[src/rtl/mmdps_pkg.sv]
package mmdps_pkg;

  localparam int RAW_W          = 20;
  localparam int DIST_W         = 42;
  localparam int INDEX_W        = 6;
  localparam int MAX_REFERENCES = 64;
  localparam int MAX_CANDIDATES = 64;
  localparam int COORD_BITS     = 20;

  localparam logic [DIST_W-1:0] DIST_MAX = {DIST_W{1'b1}};

  localparam logic FUNC_REFERENCE = 1'b0;
  localparam logic FUNC_CANDIDATE = 1'b1;

  typedef enum logic [1:0] {
    ST_IDLE,
    ST_SCAN,
    ST_DRAIN,
    ST_FINISH
  } state_t;

  typedef struct packed {
    logic init;
    logic valid;
  } dist_ctl_t;

endpackage

[src/rtl/mmdps_dist_unit.sv]
module mmdps_dist_unit
  import mmdps_pkg::*;
#(
  parameter int COORD_BITS = mmdps_pkg::COORD_BITS
) (
  input  logic                         clk,
  input  logic                         rst,
  input  dist_ctl_t                    ctl,
  input  logic signed [COORD_BITS-1:0] ref_x,
  input  logic signed [COORD_BITS-1:0] ref_y,
  input  logic signed [COORD_BITS-1:0] ref_z,
  input  logic signed [COORD_BITS-1:0] cand_x,
  input  logic signed [COORD_BITS-1:0] cand_y,
  input  logic signed [COORD_BITS-1:0] cand_z,
  output logic                         pending,
  output logic [DIST_W-1:0]            closest
);

  localparam int AB_W  = COORD_BITS + 1;
  localparam int SQ_W  = 2 * AB_W;
  localparam int SUM_W = SQ_W + 2;
  localparam int CMP_W = (SUM_W > DIST_W) ? SUM_W : DIST_W;

  logic signed [AB_W-1:0] dx, dy, dz;
  logic [AB_W-1:0]        ax, ay, az;
  logic [SQ_W-1:0]        sq_x, sq_y, sq_z;
  logic [SUM_W-1:0]       sum;
  logic [CMP_W-1:0]       sum_ext;
  logic [DIST_W-1:0]      d_sat;

  assign dx = {ref_x[COORD_BITS-1], ref_x} - {cand_x[COORD_BITS-1], cand_x};
  assign dy = {ref_y[COORD_BITS-1], ref_y} - {cand_y[COORD_BITS-1], cand_y};
  assign dz = {ref_z[COORD_BITS-1], ref_z} - {cand_z[COORD_BITS-1], cand_z};

  assign ax = dx[AB_W-1] ? AB_W'(-dx) : AB_W'(dx);
  assign ay = dy[AB_W-1] ? AB_W'(-dy) : AB_W'(dy);
  assign az = dz[AB_W-1] ? AB_W'(-dz) : AB_W'(dz);

  always_ff @(posedge clk) begin
    if (ctl.valid) begin
      sq_x <= SQ_W'(ax) * SQ_W'(ax);
      sq_y <= SQ_W'(ay) * SQ_W'(ay);
      sq_z <= SQ_W'(az) * SQ_W'(az);
    end
  end

  always_ff @(posedge clk) begin
    if (rst) begin
      pending <= 1'b0;
    end else begin
      pending <= ctl.valid;
    end
  end

  assign sum     = SUM_W'(sq_x) + SUM_W'(sq_y) + SUM_W'(sq_z);
  assign sum_ext = CMP_W'(sum);
  assign d_sat   = (sum_ext > CMP_W'(DIST_MAX)) ? DIST_MAX : sum_ext[DIST_W-1:0];

  always_ff @(posedge clk) begin
    if (rst || ctl.init) begin
      closest <= DIST_MAX;
    end else if (pending && (d_sat < closest)) begin
      closest <= d_sat;
    end
  end

endmodule

[config.mk]
export PLATFORM = sky130hd
export DESIGN_NAME = mmdps_dist_unit
export DESIGN_NICKNAME = d
export VERILOG_FILES = /design/src/rtl/mmdps_pkg.sv /design/src/rtl/mmdps_dist_unit.sv
export SDC_FILE = /design/constraint.sdc
export NUM_CORES = 2
export LEC_CHECK = 0
export BUFFER_PORTS_ARGS = -buffer_cell sky130_fd_sc_hd__buf_2
export CORE_AREA = 2 2 306 308
export DETAILED_ROUTE_END_ITERATION = 12
export DIE_AREA = 0 0 308 310
export GPL_TIMING_DRIVEN = 0
export PLACE_DENSITY = 0.72
export SYNTH_ARGS = -nofsm -noshare
export SYNTH_HDL_FRONTEND = slang
export SYNTH_SLANG_ARGS = --single-unit
[constraint.sdc]
create_clock -name clk -period 32.8 [get_ports clk]
set_input_delay 8.2 -clock clk [delete_from_list [all_inputs] [get_ports clk]]
set_output_delay 8.2 -clock clk [all_outputs]
set_load 0.01 [all_outputs]
==> results.toml <==
[status]
status = "complete, no violations"

[sta]
fin_tns_setup_ns = 0
max_slew.worst_pin.slew_ns = 1.457
finClkSkew_ns = 0.01472
fmax_mhz = 51.05
finalCriticalPeriod_ns = 19.59
rsz0062_at_grt = "false"
period_share = 0.5972
finalHoldViolCount = 0
fin_ws_ns = 13.21
final-setup-viol-count = 0
maxSlewViolCount = 0
slew_headroom = 0.02149

[die]
die_w_um = 308
core_um2 = 92490
rows = 112
die_h_um = 310
start_util = 0.5454
io_pins = 167
dieArea_um2 = 95480

[cts]
hold_buffers = 0
cts_buffer_depth = 2
htreeDepth = 4
cts-buffers-inserted = 17
clock-root-buffer = "clkbuf_16"
clkTransAtPathRegs_ns = 0.07
clk-insertion-delay-late_ns = 0.45
clock_sinks = 166
ctsResizeCount = 0
post-cts-setup-buffers = 0
tritoncts = "built"

[yosys]
netlist_instances = 5556
synth_edf_count = 123
synth_top_area_frac = 0.3869
ys_warn_count = 0
synthDistinctLibCells = 95
synth_largest_area_cell = "fa_1"
avgSynthCellArea_um2 = 9.079
synth_most_common_cell = "inv_1"
postSynthRegisterBits = 166
synthArstFlopShare = 0
synth.area.top_cells = "fa_1, ha_1, inv_1"
ys.flop_type = "edfxtp_1"
yosys-top-cells-count = "inv_1, fa_1, ha_1, nand2_1, nor2_1"
netlist_area_um2 = 50440
ys_seq_area_frac = 0.09029

[place]
post-place-cells = 6969
port_buffers = 166
dp_hpwl_um = 111200
gp_congestion = 1.006
preCtsSetupSlack_ns = 13.05

[setup_path]
worstSetupEndpointType = "flip-flop"
worstPathRequired_ns = 33.00
critical_path_buf_inv_count = 6
path_common_cell = "fa_1"
startpoint_type = "primary input"
cpMaxStageDelayCell = "xnor2_1"
critical_path.top_delay_family = "adder cells"
crit_fanout = 10
crit_path_max_incr_delay_ns = 1.03
crit_arrival_ns = 19.78
critPathKind = "in2reg"

[grt]
gr-usage-all-layers = 0.2788
grt_pass1_vias = 40159
antenna_found_initial = 1
grt_max_degree = 78
grt.overflow.total = 0
grt_pass1_wl_um = 209000

[route]
drtAntennaViolNets = 0
drc = 0
vias = 38360
wire_per_inst_um = 18.36
wl_um = 128500
drt_iter0_drc = 2653
firstDrtPassIters = 6
viasPerCell = 5.478

[finish]
area_delta_synth_final_pct = 6.305
fillCellCount = 8288
fin_nets = 7479
final-instance-count-excl-fill = 7002
drive_gt1_frac = 0.04755

[run]
drv_cap = 0

[hold_path]
hp-class = "reg2reg"
[kinds of logic (layout without fill, tap and decap cells)]
logic type / after synthesis / after routing / share of synthesized area
muxes: 10 / 10 / 0.002009
DFF: 166 / 166 / 0.09029
buffers and inverters: 1479 / 1678 / 0.1110
xor gates and xnor gates: 278 / 278 / 0.04886
adders and majority gates: 1564 / 1564 / 0.5330
other: 2 / 52 / 0.0001489
and+or+nand+nor: 1297 / 1297 / 0.1152
AOI/OAI and AO/OA: 760 / 760 / 0.09937
[cells in the final DEF (no fill, tap or decap), drive strengths merged, types with 46 or more instances in the layout]
cell	count
fa	975
a21oi	196
nand2b	49
a31oi	46
conb	51
edfxtp	123
o21ai	121
nand2	534
inv	1348
a21o	130
clkbuf	130
ha	589
o211ai	52
xor2	86
nor2	394
nand3	57
xnor2	192
buf	185
[registers in the layout, indices dropped and copies added, names as in the netlist]
register,flops
closest,42
pending,1
sq_x,41
sq_y,41
sq_z,41
[worst paths after layout]
kind | slack (ns) | to | cells after the start | from
setup / recovery | 13.21 | sq_x[40] | 33 | ref_x[4]
hold / removal | 0.52 | closest[8] | 2 | closest[8]
setup reg to reg | 24.34 | closest[27] | 27 | sq_y[34]
hold reg to reg | 0.52 | closest[8] | 2 | closest[8]
[cell type report]
class | count | area (um^2) | area share
buffer | 130 | 535.5 | 0.009986
clock buffer | 18 | 429.2 | 0.008003
timing repair buffer | 167 | 864.6 | 0.01612
tap | 1197 | 1498 | 0.02793
clock inverter | 14 | 187.7 | 0.003500
multi-input combinational | 3960 | 40490 | 0.7550
inverter | 1349 | 5066 | 0.09447
sequential | 166 | 4554 | 0.08493
antenna | 1 | 2.502 | 0.00004667
[routing by layer]
metal	track usage	wire (um)
met1	0.3780	54100
met4	0.07170	3432
met2	0.4642	61030
met3	0.05013	9981
met5	0	0
[tightest hold or removal path: stages, from the launching register on]
cell and delay (ns):
dfxtp_1 0.31, inv_1 0.07, o211ai_1 0.09
[metrics by stage]
step / util / hold WS, ns / instance area, um^2
floorplan: - / 0.5319 / 50630
global placement: 0.5726 / 0.5115 / 52960
detailed placement: 0.5729 / 0.5138 / 52990
CTS: 0.5796 / 0.5234 / 53610
global route: 0.5798 / 0.5336 / 53620
finish: 0.5798 / 0.5197 / 53620
Power is left out: the tool's default activity adds up to more than one toggle a clock period on the data nets, which glitch-free logic cannot reach.
